<file path="src/sv/cbe_pkg.sv">
package cbe_pkg;

  typedef enum logic [1:0] {
    OP_LOAD  = 2'd0,
    OP_START = 2'd1,
    OP_CARD  = 2'd2,
    OP_FAIL  = 2'd3
  } opcode_t;

  localparam logic [1:0] DST_CARD = 2'd0;
  localparam logic [1:0] DST_HOST = 2'd1;
  localparam logic [1:0] DST_DONE = 2'd2;

  localparam logic [1:0] ST_OK      = 2'd0;
  localparam logic [1:0] ST_LINK    = 2'd1;
  localparam logic [1:0] ST_UNKNOWN = 2'd2;

  localparam logic [3:0] KIND_I_LAST  = 4'h0;
  localparam logic [3:0] KIND_I_CHAIN = 4'h1;
  localparam logic [3:0] KIND_R_ACK   = 4'hA;
  localparam logic [3:0] KIND_S_WTX   = 4'hF;

  localparam logic [7:0] PCB_I_LAST  = 8'h02;
  localparam logic [7:0] PCB_I_CHAIN = 8'h12;
  localparam logic [7:0] PCB_R_ACK   = 8'hA2;
  localparam logic [7:0] WTX_MASK    = 8'h3F;

  localparam logic [1:0] CFG_CID   = 2'd0;
  localparam logic [1:0] CFG_LIMIT = 2'd1;

  // work kinds passed from front to back
  typedef enum logic [2:0] {
    CMD_SEND  = 3'd0,
    CMD_HOST  = 3'd1,
    CMD_DONE  = 3'd2,
    CMD_SHORT = 3'd3,
    CMD_NONE  = 3'd4
  } cmd_kind_t;

  typedef struct packed {
    cmd_kind_t  kind;
    logic [7:0] b0;
    logic       has_tail;
    logic [7:0] tail;
    logic [1:0] status;
    logic [15:0] len;
  } cmd_t;

  typedef enum logic [2:0] {
    BK_IDLE  = 3'd0,
    BK_PCB   = 3'd1,
    BK_CID   = 3'd2,
    BK_RDREQ = 3'd3,
    BK_DATA  = 3'd4,
    BK_TAIL  = 3'd5,
    BK_ONE   = 3'd6
  } bk_state_t;

endpackage

</file>
<file path="src/sv/cbe_front.sv">
module cbe_front #(
  parameter int PAYLOAD_DEPTH = 256,
  localparam int CW = $clog2(PAYLOAD_DEPTH + 1)
) (
  input  logic              clk,
  input  logic              rst_n,
  input  logic              in_valid,
  output logic              in_ready,
  input  logic [1:0]        opcode,
  input  logic [7:0]        data_byte,
  input  logic              frame_end,
  input  logic              cid_en,
  output cbe_pkg::cmd_t     cmd,
  output logic              cmd_push,
  input  logic              cmd_full,
  output logic              wr_en,
  output logic [CW-1:0]     wr_addr,
  output logic [7:0]        wr_data,
  output logic [CW-1:0]     count,
  input  logic              send_busy
);
  import cbe_pkg::*;

  logic [CW-1:0] count_r, count_nxt;
  logic          tog_r, tog_nxt;
  logic          act_r, act_nxt;
  logic [6:0]    idx_r, idx_nxt;
  logic [7:0]    hdr_r, hdr_nxt;
  logic [7:0]    wtx_r, wtx_nxt;
  logic [15:0]   tot_r, tot_nxt;
  logic [7:0]    hdr_use;
  logic [3:0]    kind;
  logic [6:0]    hlen;
  logic          tog_hit;

  // hold input until the queue is empty and the back stage is idle, so a pending send has fetched count
  assign in_ready = !cmd_full && !send_busy;
  assign count = count_r;
  assign hlen = cid_en ? 7'd2 : 7'd1;
  assign hdr_use = (idx_r == 7'd0) ? data_byte : hdr_r;
  assign kind = hdr_use[7:4];
  assign tog_hit = hdr_use[0] == tog_r;

  always_comb begin
    count_nxt = count_r; tog_nxt = tog_r; act_nxt = act_r; idx_nxt = idx_r;
    hdr_nxt = hdr_r; wtx_nxt = wtx_r; tot_nxt = tot_r;
    cmd = '0; cmd.kind = CMD_NONE; cmd_push = 1'b0;
    wr_en = 1'b0; wr_addr = count_r; wr_data = data_byte;
    if (in_valid && in_ready) begin
      unique case (opcode_t'(opcode))
        OP_LOAD: begin
          if (!act_r && count_r < CW'(PAYLOAD_DEPTH)) begin
            wr_en = 1'b1; count_nxt = count_r + 1'b1;
          end
        end
        OP_START: begin
          if (!act_r) begin
            act_nxt = 1'b1; tot_nxt = '0; idx_nxt = '0;
            cmd_push = 1'b1; cmd.kind = CMD_SEND; cmd.has_tail = 1'b1;
            cmd.b0 = {7'd0, tog_r};
          end
        end
        OP_FAIL: begin
          if (act_r) begin
            cmd_push = 1'b1; cmd.kind = CMD_DONE; cmd.status = ST_LINK;
            cmd.len = tot_r;
            act_nxt = 1'b0; count_nxt = '0; idx_nxt = '0;
          end
        end
        default: begin
          if (act_r) begin
            if (idx_r == 7'd0) begin
              hdr_nxt = data_byte; wtx_nxt = '0;
            end
            if (idx_r >= hlen) begin
              if (kind == KIND_I_LAST || kind == KIND_I_CHAIN) begin
                cmd_push = 1'b1; cmd.kind = CMD_HOST; cmd.b0 = data_byte;
                if (tot_r != 16'hFFFF) tot_nxt = tot_r + 1'b1;
              end else if (kind == KIND_S_WTX && idx_r == hlen) begin
                wtx_nxt = data_byte;
              end
            end
            if (idx_r != 7'd127) idx_nxt = idx_r + 1'b1;
            if (frame_end) begin
              idx_nxt = '0;
              // a host byte and the frame's reply never coincide for R/S kinds;
              // for I kinds both share one entry
              if (kind == KIND_I_LAST || kind == KIND_I_CHAIN || kind == KIND_R_ACK) begin
                if (tog_hit) tog_nxt = !tog_r;
              end
              if (!(idx_r >= hlen && (kind == KIND_I_LAST || kind == KIND_I_CHAIN))) begin
                cmd_push = 1'b1;
                priority case (kind)
                  KIND_I_LAST: begin
                    cmd.kind = CMD_DONE; cmd.status = ST_OK; cmd.len = tot_r;
                    act_nxt = 1'b0; count_nxt = '0;
                  end
                  KIND_I_CHAIN: begin
                    cmd.kind = CMD_SHORT;
                    cmd.b0 = PCB_R_ACK | {4'd0, cid_en, 2'd0, tog_nxt};
                  end
                  KIND_R_ACK: begin
                    cmd.kind = CMD_SEND; cmd.b0 = {7'd0, tog_nxt};
                  end
                  KIND_S_WTX: begin
                    cmd.kind = CMD_SHORT; cmd.b0 = hdr_use; cmd.has_tail = 1'b1;
                    cmd.tail = ((idx_r == hlen) ? data_byte :
                                (idx_r == 7'd0 ? 8'd0 : wtx_r)) & WTX_MASK;
                  end
                  default: begin
                    cmd.kind = CMD_DONE; cmd.status = ST_UNKNOWN; cmd.len = tot_r;
                    act_nxt = 1'b0; count_nxt = '0;
                  end
                endcase
              end else begin
                // host byte plus the closing reply: fold both into one entry
                cmd.has_tail = 1'b1;
                if (kind == KIND_I_LAST) begin
                  cmd.kind = CMD_DONE; cmd.status = ST_OK; cmd.len = tot_nxt;
                  act_nxt = 1'b0; count_nxt = '0;
                end else begin
                  cmd.tail = PCB_R_ACK | {4'd0, cid_en, 2'd0, tog_nxt};
                end
              end
            end
          end
        end
      endcase
    end
  end

  always_ff @(posedge clk) begin
    if (!rst_n) begin
      count_r <= '0; tog_r <= 1'b0; act_r <= 1'b0; idx_r <= '0;
      hdr_r <= '0; wtx_r <= '0; tot_r <= '0;
    end else begin
      count_r <= count_nxt; tog_r <= tog_nxt; act_r <= act_nxt; idx_r <= idx_nxt;
      hdr_r <= hdr_nxt; wtx_r <= wtx_nxt; tot_r <= tot_nxt;
    end
  end

  assert property (@(posedge clk) disable iff (!rst_n) cmd_push |-> !cmd_full)
    else $error("push into full queue");
  assert property (@(posedge clk) disable iff (!rst_n) wr_en |-> !act_r)
    else $error("load during exchange");
  assert property (@(posedge clk) disable iff (!rst_n)
    (in_valid && in_ready && opcode == OP_FAIL && act_r) |=> !act_r)
    else $error("link failure did not end exchange");
endmodule

</file>
<file path="src/sv/cbe_queue.sv">
module cbe_queue (
  input  logic          clk,
  input  logic          rst_n,
  input  logic          push,
  input  cbe_pkg::cmd_t din,
  output logic          full,
  input  logic          pop,
  output logic          empty,
  output cbe_pkg::cmd_t dout
);
  import cbe_pkg::*;

  cmd_t       mem_r [4];
  logic [1:0] wp_r, wp_nxt, rp_r, rp_nxt;
  logic [2:0] n_r, n_nxt;

  assign full = n_r == 3'd4;
  assign empty = n_r == 3'd0;
  assign dout = mem_r[rp_r];

  always_comb begin
    wp_nxt = wp_r + {1'b0, push};
    rp_nxt = rp_r + {1'b0, pop};
    n_nxt = n_r + {2'd0, push} - {2'd0, pop};
  end

  always_ff @(posedge clk) begin
    if (push) mem_r[wp_r] <= din;
  end

  always_ff @(posedge clk) begin
    if (!rst_n) begin
      wp_r <= '0; rp_r <= '0; n_r <= '0;
    end else begin
      wp_r <= wp_nxt; rp_r <= rp_nxt; n_r <= n_nxt;
    end
  end

  assert property (@(posedge clk) disable iff (!rst_n) pop |-> !empty)
    else $error("pop from empty queue");
  assert property (@(posedge clk) disable iff (!rst_n) n_r <= 3'd4)
    else $error("queue count overflow");
  assert property (@(posedge clk) disable iff (!rst_n)
    (push && !pop) |=> n_r == $past(n_r) + 3'd1)
    else $error("queue count slip");
endmodule

</file>
<file path="src/sv/cbe_back.sv">
module cbe_back #(
  parameter int PAYLOAD_DEPTH = 256,
  parameter int MAX_FRAME = 64,
  localparam int CW = $clog2(PAYLOAD_DEPTH + 1),
  localparam int AW = $clog2(PAYLOAD_DEPTH)
) (
  input  logic          clk,
  input  logic          rst_n,
  input  logic          cid_en,
  input  logic [6:0]    limit_raw,
  input  cbe_pkg::cmd_t cmd,
  input  logic          cmd_empty,
  output logic          cmd_pop,
  input  logic [CW-1:0] count,
  output logic          send_busy,
  input  logic          wr_en,
  input  logic [CW-1:0] wr_addr,
  input  logic [7:0]    wr_data,
  output logic          out_tvalid,
  input  logic          out_tready,
  output logic [31:0]   out_tdata,
  output logic [1:0]    out_tuser,
  output logic          out_tlast
);
  import cbe_pkg::*;

  logic [7:0]    store [PAYLOAD_DEPTH];
  logic [7:0]    rd_r;
  bk_state_t     st_r, st_nxt;
  logic [CW-1:0] pos_r, pos_nxt;
  logic [6:0]    left_r, left_nxt;
  logic          chain;
  cmd_t          c_r, c_nxt;
  logic          ov_r, ov_nxt;
  logic [1:0]    od_r, od_nxt;
  logic [7:0]    ob_r, ob_nxt;
  logic          ol_r, ol_nxt;
  logic [1:0]    os_r, os_nxt;
  logic [15:0]   on_r, on_nxt;
  logic [6:0]    lim, room;
  logic [CW-1:0] remain;
  logic          slot, emit, rd_en;
  logic [7:0]    e_b;
  logic [1:0]    e_d;
  logic          e_l;

  always_comb begin
    lim = limit_raw;
    if (lim < 7'd3) lim = 7'd3;
    if (lim > 7'(MAX_FRAME)) lim = 7'(MAX_FRAME);
    room = lim - (cid_en ? 7'd2 : 7'd1);
    remain = (count > pos_r) ? count - pos_r : '0;
  end

  assign slot = !ov_r || out_tready;
  assign send_busy = st_r != BK_IDLE || !cmd_empty;

  always_ff @(posedge clk) begin
    if (wr_en) store[wr_addr[AW-1:0]] <= wr_data;
    if (rd_en) rd_r <= store[pos_r[AW-1:0]];
  end

  always_comb begin
    st_nxt = st_r; pos_nxt = pos_r; left_nxt = left_r; chain = 1'b0;
    c_nxt = c_r; cmd_pop = 1'b0; rd_en = 1'b0;
    emit = 1'b0; e_b = '0; e_d = DST_CARD; e_l = 1'b0;
    unique case (st_r)
      BK_IDLE: begin
        if (!cmd_empty && slot) begin
          cmd_pop = 1'b1; c_nxt = cmd;
          unique case (cmd.kind)
            CMD_SEND: begin
              if (cmd.has_tail) pos_nxt = '0;
              st_nxt = BK_PCB;
            end
            CMD_HOST: begin
              emit = 1'b1; e_d = DST_HOST; e_b = cmd.b0;
              // last byte of a chained I-block: R-ACK follows
              if (cmd.has_tail) begin
                c_nxt.b0 = cmd.tail; c_nxt.has_tail = 1'b0; st_nxt = BK_TAIL;
              end
            end
            CMD_DONE: begin
              if (cmd.has_tail) begin
                emit = 1'b1; e_d = DST_HOST; e_b = cmd.b0; st_nxt = BK_ONE;
              end else begin
                emit = 1'b1; e_d = DST_DONE; e_l = 1'b1; pos_nxt = '0;
              end
            end
            CMD_SHORT: begin
              emit = 1'b1; e_b = cmd.b0; e_l = !cid_en && !cmd.has_tail;
              st_nxt = cid_en ? BK_CID : (cmd.has_tail ? BK_DATA : BK_IDLE);
            end
            default: ;
          endcase
        end
      end
      BK_ONE: begin
        if (slot) begin
          emit = 1'b1; e_d = DST_DONE; e_l = 1'b1; pos_nxt = '0; st_nxt = BK_IDLE;
        end
      end
      BK_TAIL: begin
        // deferred R-ACK after a forwarded host byte
        if (slot) begin
          emit = 1'b1; e_b = c_r.b0; e_l = !cid_en;
          st_nxt = cid_en ? BK_CID : BK_IDLE;
        end
      end
      BK_PCB: begin
        if (slot) begin
          chain = remain > CW'(room);
          left_nxt = chain ? room : remain[6:0];
          emit = 1'b1;
          e_b = (chain ? PCB_I_CHAIN : PCB_I_LAST) | {4'd0, cid_en, 3'd0} |
                {7'd0, c_r.b0[0]};
          e_l = left_nxt == 7'd0 && !cid_en;
          st_nxt = cid_en ? BK_CID : (left_nxt == 7'd0 ? BK_IDLE : BK_RDREQ);
        end
      end
      BK_CID: begin
        if (slot) begin
          emit = 1'b1; e_b = 8'd0;
          if (c_r.kind == CMD_SEND) begin
            e_l = left_r == 7'd0;
            st_nxt = left_r == 7'd0 ? BK_IDLE : BK_RDREQ;
          end else begin
            e_l = !c_r.has_tail;
            st_nxt = c_r.has_tail ? BK_DATA : BK_IDLE;
          end
        end
      end
      BK_RDREQ: begin
        rd_en = 1'b1; st_nxt = BK_DATA;
      end
      BK_DATA: begin
        if (slot) begin
          emit = 1'b1;
          if (c_r.kind == CMD_SEND) begin
            e_b = (pos_r < CW'(PAYLOAD_DEPTH)) ? rd_r : 8'd0;
            e_l = left_r == 7'd1;
            left_nxt = left_r - 7'd1; pos_nxt = pos_r + 1'b1;
            st_nxt = left_r == 7'd1 ? BK_IDLE : BK_RDREQ;
          end else begin
            e_b = c_r.tail; e_l = 1'b1; st_nxt = BK_IDLE;
          end
        end
      end
      default: st_nxt = BK_IDLE;
    endcase
  end

  always_comb begin
    ov_nxt = ov_r && !out_tready; od_nxt = od_r; ob_nxt = ob_r; ol_nxt = ol_r;
    os_nxt = os_r; on_nxt = on_r;
    if (emit) begin
      ov_nxt = 1'b1; od_nxt = e_d; ob_nxt = e_b; ol_nxt = e_l;
      os_nxt = (e_d == DST_DONE) ? c_r.status : ST_OK;
      on_nxt = (e_d == DST_DONE) ? c_r.len : 16'd0;
      if (st_r == BK_IDLE) begin
        os_nxt = (e_d == DST_DONE) ? cmd.status : ST_OK;
        on_nxt = (e_d == DST_DONE) ? cmd.len : 16'd0;
      end
    end
  end

  always_ff @(posedge clk) begin
    if (!rst_n) begin
      st_r <= BK_IDLE; pos_r <= '0; ov_r <= 1'b0;
    end else begin
      st_r <= st_nxt; pos_r <= pos_nxt; ov_r <= ov_nxt;
    end
    left_r <= left_nxt; c_r <= c_nxt;
    od_r <= od_nxt; ob_r <= ob_nxt; ol_r <= ol_nxt; os_r <= os_nxt; on_r <= on_nxt;
  end

  assign out_tvalid = ov_r;
  assign out_tlast = ol_r;
  assign out_tuser = od_r;
  assign out_tdata = {6'd0, on_r, os_r, ob_r};

  assert property (@(posedge clk) disable iff (!rst_n)
    (out_tvalid && !out_tready) |=> out_tvalid)
    else $error("result dropped under stall");
  assert property (@(posedge clk) disable iff (!rst_n) emit |-> slot)
    else $error("overwrite of waiting beat");
  assert property (@(posedge clk) disable iff (!rst_n)
    (st_r == BK_DATA && c_r.kind == CMD_SEND) |-> left_r != 7'd0)
    else $error("data beat with nothing left");
endmodule

</file>
<file path="src/sv/contactless_block_exchange.sv">
// Reader-side ISO 14443-4 block engine.
// in_ beats: tuser opcode, tdata data_byte, tlast frame_end. Loads fill the
// payload store, start sends the first I-block, card bytes are parsed frame by
// frame.
// out_ beats: tuser destination, tdata byte, status and received length; tlast
// marks the last transmit byte of a frame and completions.
// A front stage parses each input beat and hands at most one work entry at a
// time through a short queue; the back stage turns it into result beats.
// Host bytes, short frames and completions go out as beats when the receiver
// is ready; an I-block is sent as a PCB beat, a CID beat when CID is on, then
// a store read and a data beat for each payload byte.
// The input stalls until the queue is empty and the back stage is idle again,
// so a new item is taken only once the last one is through.
// The store and the back stage's data registers have no reset; reset clears
// counters, toggle, state and config. A stalled receiver holds the output
// register and back-pressures through the queue to in_tready.
module contactless_block_exchange #(
  parameter int PAYLOAD_DEPTH = 256,
  parameter int MAX_FRAME = 64
) (
  input  logic        clk,
  input  logic        rst_n,
  input  logic        in_tvalid,
  output logic        in_tready,
  input  logic [7:0]  in_tdata,   // data_byte
  input  logic [1:0]  in_tuser,   // opcode
  input  logic        in_tlast,
  output logic        out_tvalid,
  input  logic        out_tready,
  output logic [31:0] out_tdata,  // out_byte, status, received_length, zero
  output logic [1:0]  out_tuser,  // destination
  output logic        out_tlast,
  input  logic        psel,
  input  logic        penable,
  input  logic        pwrite,
  input  logic [2:0]  paddr,
  input  logic [31:0] pwdata,
  output logic [31:0] prdata,
  output logic        pready
);
  import cbe_pkg::*;

  localparam int CW = $clog2(PAYLOAD_DEPTH + 1);

  logic          cid_r;
  logic [6:0]    lim_r;
  cmd_t          qin, qout;
  logic          push, full, pop, empty, wr_en, busy;
  logic [CW-1:0] wr_addr, count;
  logic [7:0]    wr_data;

  assign pready = 1'b1;
  always_ff @(posedge clk) begin
    if (!rst_n) begin
      cid_r <= 1'b0; lim_r <= 7'd32;
    end else if (psel && penable && pwrite) begin
      if (paddr[2] == CFG_LIMIT[0]) lim_r <= pwdata[6:0];
      else cid_r <= pwdata[0];
    end
  end
  assign prdata = paddr[2] ? {25'd0, lim_r} : {31'd0, cid_r};

  cbe_front #(.PAYLOAD_DEPTH(PAYLOAD_DEPTH)) u_front (
    .clk, .rst_n, .in_valid(in_tvalid), .in_ready(in_tready),
    .opcode(in_tuser), .data_byte(in_tdata), .frame_end(in_tlast),
    .cid_en(cid_r), .cmd(qin), .cmd_push(push), .cmd_full(full),
    .wr_en, .wr_addr, .wr_data, .count, .send_busy(busy));

  cbe_queue u_queue (.clk, .rst_n, .push, .din(qin), .full, .pop, .empty, .dout(qout));

  cbe_back #(.PAYLOAD_DEPTH(PAYLOAD_DEPTH), .MAX_FRAME(MAX_FRAME)) u_back (
    .clk, .rst_n, .cid_en(cid_r), .limit_raw(lim_r), .cmd(qout), .cmd_empty(empty),
    .cmd_pop(pop), .count, .send_busy(busy), .wr_en, .wr_addr, .wr_data,
    .out_tvalid, .out_tready, .out_tdata, .out_tuser, .out_tlast);
endmodule
</file>
<file path="config.mk">
export PLATFORM = sky130hd
export DESIGN_NAME = contactless_block_exchange
export DESIGN_NICKNAME = d
export VERILOG_FILES = /design/src/sv/cbe_pkg.sv /design/src/sv/cbe_front.sv /design/src/sv/cbe_queue.sv /design/src/sv/cbe_back.sv /design/src/sv/contactless_block_exchange.sv
export SDC_FILE = /design/constraint.sdc
export NUM_CORES = 2
export LEC_CHECK = 0
export BUFFER_PORTS_ARGS = -buffer_cell sky130_fd_sc_hd__buf_2
export CORE_ASPECT_RATIO = 0.7
export CORE_MARGIN = 5
export CORE_UTILIZATION = 50
export CTS_CLUSTER_DIAMETER = 120
export DETAILED_ROUTE_END_ITERATION = 10
export PLACE_DENSITY = 0.69
export SYNTH_ARGS = -nofsm -noshare
export SYNTH_HDL_FRONTEND = slang
export SYNTH_SLANG_ARGS = --single-unit
</file>
<file path="constraint.sdc">
create_clock -name clk -period 6.2 [get_ports clk]
set_input_delay 1.24 -clock clk [delete_from_list [all_inputs] [get_ports clk]]
set_output_delay 1.24 -clock clk [all_outputs]
set_load 0.03 [all_outputs]
</file>
==> results.json <==
{
  "synth_common_cells": "edfxtp_1, mux4_2, nor2_1",
  "synth_most_common_cell": "edfxtp_1",
  "startpoint": "u_back.pos_r[3]$_SDFFE_PN0P_",
  "drive_above_1_share": 0.252,
  "crit_required_ps": 6760,
  "final-setup-viol-count": 0,
  "r2r_cells": 15,
  "hold_viol_final": 0,
  "cts.reportedPaths.clkPinSlew_ps": 60,
  "drtIter0Drc": 6850,
  "firstDrtPassIters": 6,
  "fin_crit_sh": 0.801,
  "maxSlewViolCount": 0,
  "die_area_mm2": 0.197,
  "r2r_slack_ps": 1230,
  "synth-async-reset-ratio": 0,
  "met3_length_um": 27000,
  "track_usage": 0.225,
  "insertion_delay_ps": 870,
  "htreeDepth": 4,
  "fin_worst_skew_ps": 45.6,
  "crit_cells": 15,
  "cpPeakStageDelay_ps": 870,
  "finalSetupTns_ps": 0,
  "coreArea_mm2": 0.187,
  "vias": 47000,
  "synth_top_family_by_area": "multiplexers",
  "diodes": 0,
  "grt_max_degree": 162,
  "irDropWorstVdd_v": 0.000273,
  "synth_top_area_share": 0.729,
  "status": "complete, no violations",
  "top_layer": "met5",
  "synth_seq_cells": 2353,
  "cp-end-kind": "flop",
  "viasPerCell": 6.29,
  "m1WireLength_um": 92300,
  "cts_setup_buffers": 0,
  "power.total_mw": 36.9,
  "syn_area_per_cell_um2": 20.3,
  "cp_num_buf_inv": 1,
  "synth_ff_type": "edfxtp_1",
  "antenna_found_initial": 11,
  "critPathMaxFanout": 26,
  "syn_area_mm2": 0.0938,
  "r2r-end": "u_back.left_r[6]$_DFFE_PP_",
  "slowest_stage": "o22ai_1",
  "synthTopCellsByArea": "edfxtp_1, mux4_2, dfxtp_1",
  "fin_crit_ps": 4970,
  "ios": 123,
  "gp_congestion": 0.873,
  "grt_pass1_vias": 46100,
  "cts_resized": 0,
  "route.met2.wl_um": 97100,
  "fp.dieW_um": 528,
  "ys.warnings.count": 0,
  "cts_tree": "done",
  "areaGrowthSynthToFinish_pct": 11.4,
  "cp-endpoint": "u_back.left_r[6]$_DFFE_PP_",
  "maxCapViolations": 0,
  "synth_mux_area_frac": 0.165,
  "synth_top_cell_by_area": "edfxtp_1",
  "final_nets": 4912,
  "path_cells": "inv_8 -> ha_1 -> a21oi_1 -> nor2b_1 -> nor4b_1 -> or2_2 -> nor2_1 -> ha_1 -> o21a_1 -> nor2_1 -> nor3_1 -> a211oi_1 -> o22ai_1 -> mux2i_1 -> a21oi_1",
  "ys_seq_area_frac": 0.745,
  "globalRouteOverflowTotal": 0,
  "holdBufCountCts": 0,
  "antenna_left": 0,
  "dp_hpwl_um": 132000,
  "rows": 133,
  "io_buffers": 63,
  "power_leakage_nw": 32.0,
  "wl_um": 221000,
  "rr_startpoint": "u_back.pos_r[3]$_SDFFE_PN0P_",
  "dieHeight_um": 372,
  "wl_per_cell_um": 29.6,
  "synth_compound_area_frac": 0.0260,
  "cts.path.max_buffers": 4,
  "fmax_mhz": 201,
  "p_per_area_mw_per_mm2": 353,
  "drc": 0,
  "postSynthCellCount": 4617,
  "worst_pin_slew_ps": 1210,
  "cts_sinks": 2353,
  "synth-simple-area-share": 0.0377,
  "initial_core_util": 0.501,
  "cp.arrival_ps": 5520,
  "path_delay_family": "compound AO/OA/AOI/OAI gates",
  "grt_pass1_wl_um": 322000,
  "relSlewSlack": 0.189,
  "synthAdderAreaFrac": 0.00691,
  "synth-xor-area-share": 0.00252,
  "crit_type": "reg -> reg",
  "cts_buffers": 217,
  "synth_edf_count": 2277,
  "rsz0062_at_grt": "false",
  "worstSetupStartpointType": "flop",
  "cts-root-buf": "clkbuf_16",
  "hold_class": "reg -> reg",
  "fillers": 13800,
  "synth_cell_types": 80
}
-- registers in the layout, summed over array words and instances, names as in the netlist, 3 cells and up --
| register | count |
|---|---|
| u_front.count | 9 |
| u_back.rd_r | 8 |
| lim_r | 7 |
| u_back.left_r | 7 |
| u_back.c_r | 37 |
| u_back.pos_r | 9 |
| u_front.idx_r | 7 |
| u_back.on_r | 16 |
| u_back.st_r | 3 |
| u_front.tot_r | 16 |
| u_queue.n_r | 3 |
| u_queue.mem_r | 148 |
| u_back.ob_r | 8 |
| u_back.store | 2048 |
| u_front.hdr_r | 8 |
| u_front.wtx_r | 6 |
-- worst min-delay path by stage --
stage / startpoint / end / slack [ps] / cells after the start
after global placement: u_front.hdr_r[3]$_SDFFE_PN0P_ / u_front.hdr_r[3]$_SDFFE_PN0P_ / 450 / 2
after floorplan: u_front.hdr_r[1]$_SDFFE_PN0P_ / u_front.hdr_r[1]$_SDFFE_PN0P_ / 440 / 2
final: u_front.hdr_r[1]$_SDFFE_PN0P_ / u_front.hdr_r[1]$_SDFFE_PN0P_ / 470 / 2
after CTS: u_front.hdr_r[2]$_SDFFE_PN0P_ / u_front.hdr_r[2]$_SDFFE_PN0P_ / 470 / 2
after global routing: u_front.hdr_r[2]$_SDFFE_PN0P_ / u_front.hdr_r[2]$_SDFFE_PN0P_ / 490 / 2
after detailed placement: u_front.hdr_r[2]$_SDFFE_PN0P_ / u_front.hdr_r[2]$_SDFFE_PN0P_ / 460 / 2
-- worst reg2reg max path: cells and delay by family (launching register included) --
| family | cells | cell delay [ps] |
|---|---|---|
| DFF | 1 | 510 |
| buffers and inverters | 1 | 200 |
| and+or+nand+nor | 6 | 1360 |
| muxes | 1 | 310 |
| AOI/OAI and AO/OA | 5 | 1540 |
| adders and majority gates | 2 | 760 |
-- area by class of cell --
class	instances	area (um2)	share of cell area
Sequential cell	2353	69900	0.669
Multi-Input combinational cell	1965	22600	0.216
Clock buffer	264	5690	0.0544
Tap cell	2497	3120	0.0299
Timing Repair Buffer	221	1720	0.0165
Clock inverter	124	1250	0.0120
Inverter	51	199	0.00190
-- where the power goes --
| group | total, mW | leakage, nW | internal (mW) | switching, mW |
|---|---|---|---|---|
| sequential | 18.0 | 21.2 | 17.9 | 0.193 |
| clock | 13.2 | 3.39 | 7.51 | 5.72 |
| combinational | 5.61 | 7.35 | 2.54 | 3.07 |
-- placed cells by master, fill, tap and decap left out, types with 32 or more instances in the layout --
cell type,netlist,layout
edfxtp_1,2277,2277
mux4_2,677,677
nor2_1,373,368
clkbuf_16,0,219
nand2_1,187,175
buf_4,47,147
a21oi_1,113,112
dfxtp_1,76,71
o21ai_0,58,58
a22oi_1,58,58
buf_2,49,55
clkinv_1,2,52
inv_1,48,48
ha_1,47,47
clkbuf_1,149,41
nand3_1,43,39
clkinv_2,0,35
nor3_1,33,32
conb_1,2,32
-- kinds of logic (layout without fill, tap and decap cells) --
| logic type | after synthesis | after routing |
|---|---|---|
| xor+xnor | 27 | 27 |
| buf+inv | 329 | 660 |
| flops | 2353 | 2353 |
| mux | 702 | 702 |
| fa+ha+maj | 50 | 50 |
| other cells | 2 | 32 |
| simple gates | 787 | 787 |
| compound gates | 367 | 367 |
-- metrics by stage --
| step | cell area, um2 | hold WS (ps) | setup slack, ps | std cells | utilization |
|---|---|---|---|---|---|
| 5_1_grt | 104000 | 490 | 918 | 7475 | 0.558 |
| 6_report | 104000 | 468 | 1230 | 7475 | 0.558 |
| 3_3_place_gp | 97600 | 448 | 1210 | 7087 | 0.521 |
| 2_1_floorplan | 93900 | 436 | 576 | 4647 | - |
| 3_5_place_dp | 97600 | 456 | 1180 | 7087 | 0.521 |
| 4_1_cts | 104000 | 467 | 1350 | 7475 | 0.558 |
-- layer usage --
metal,vias to the layer above,GRT usage
li1,19400,-
met4,8,0.0490
met3,309,0.0657
met2,2598,0.322
met5,-,0
met1,24700,0.344
(Power assumes the default switching activity.)
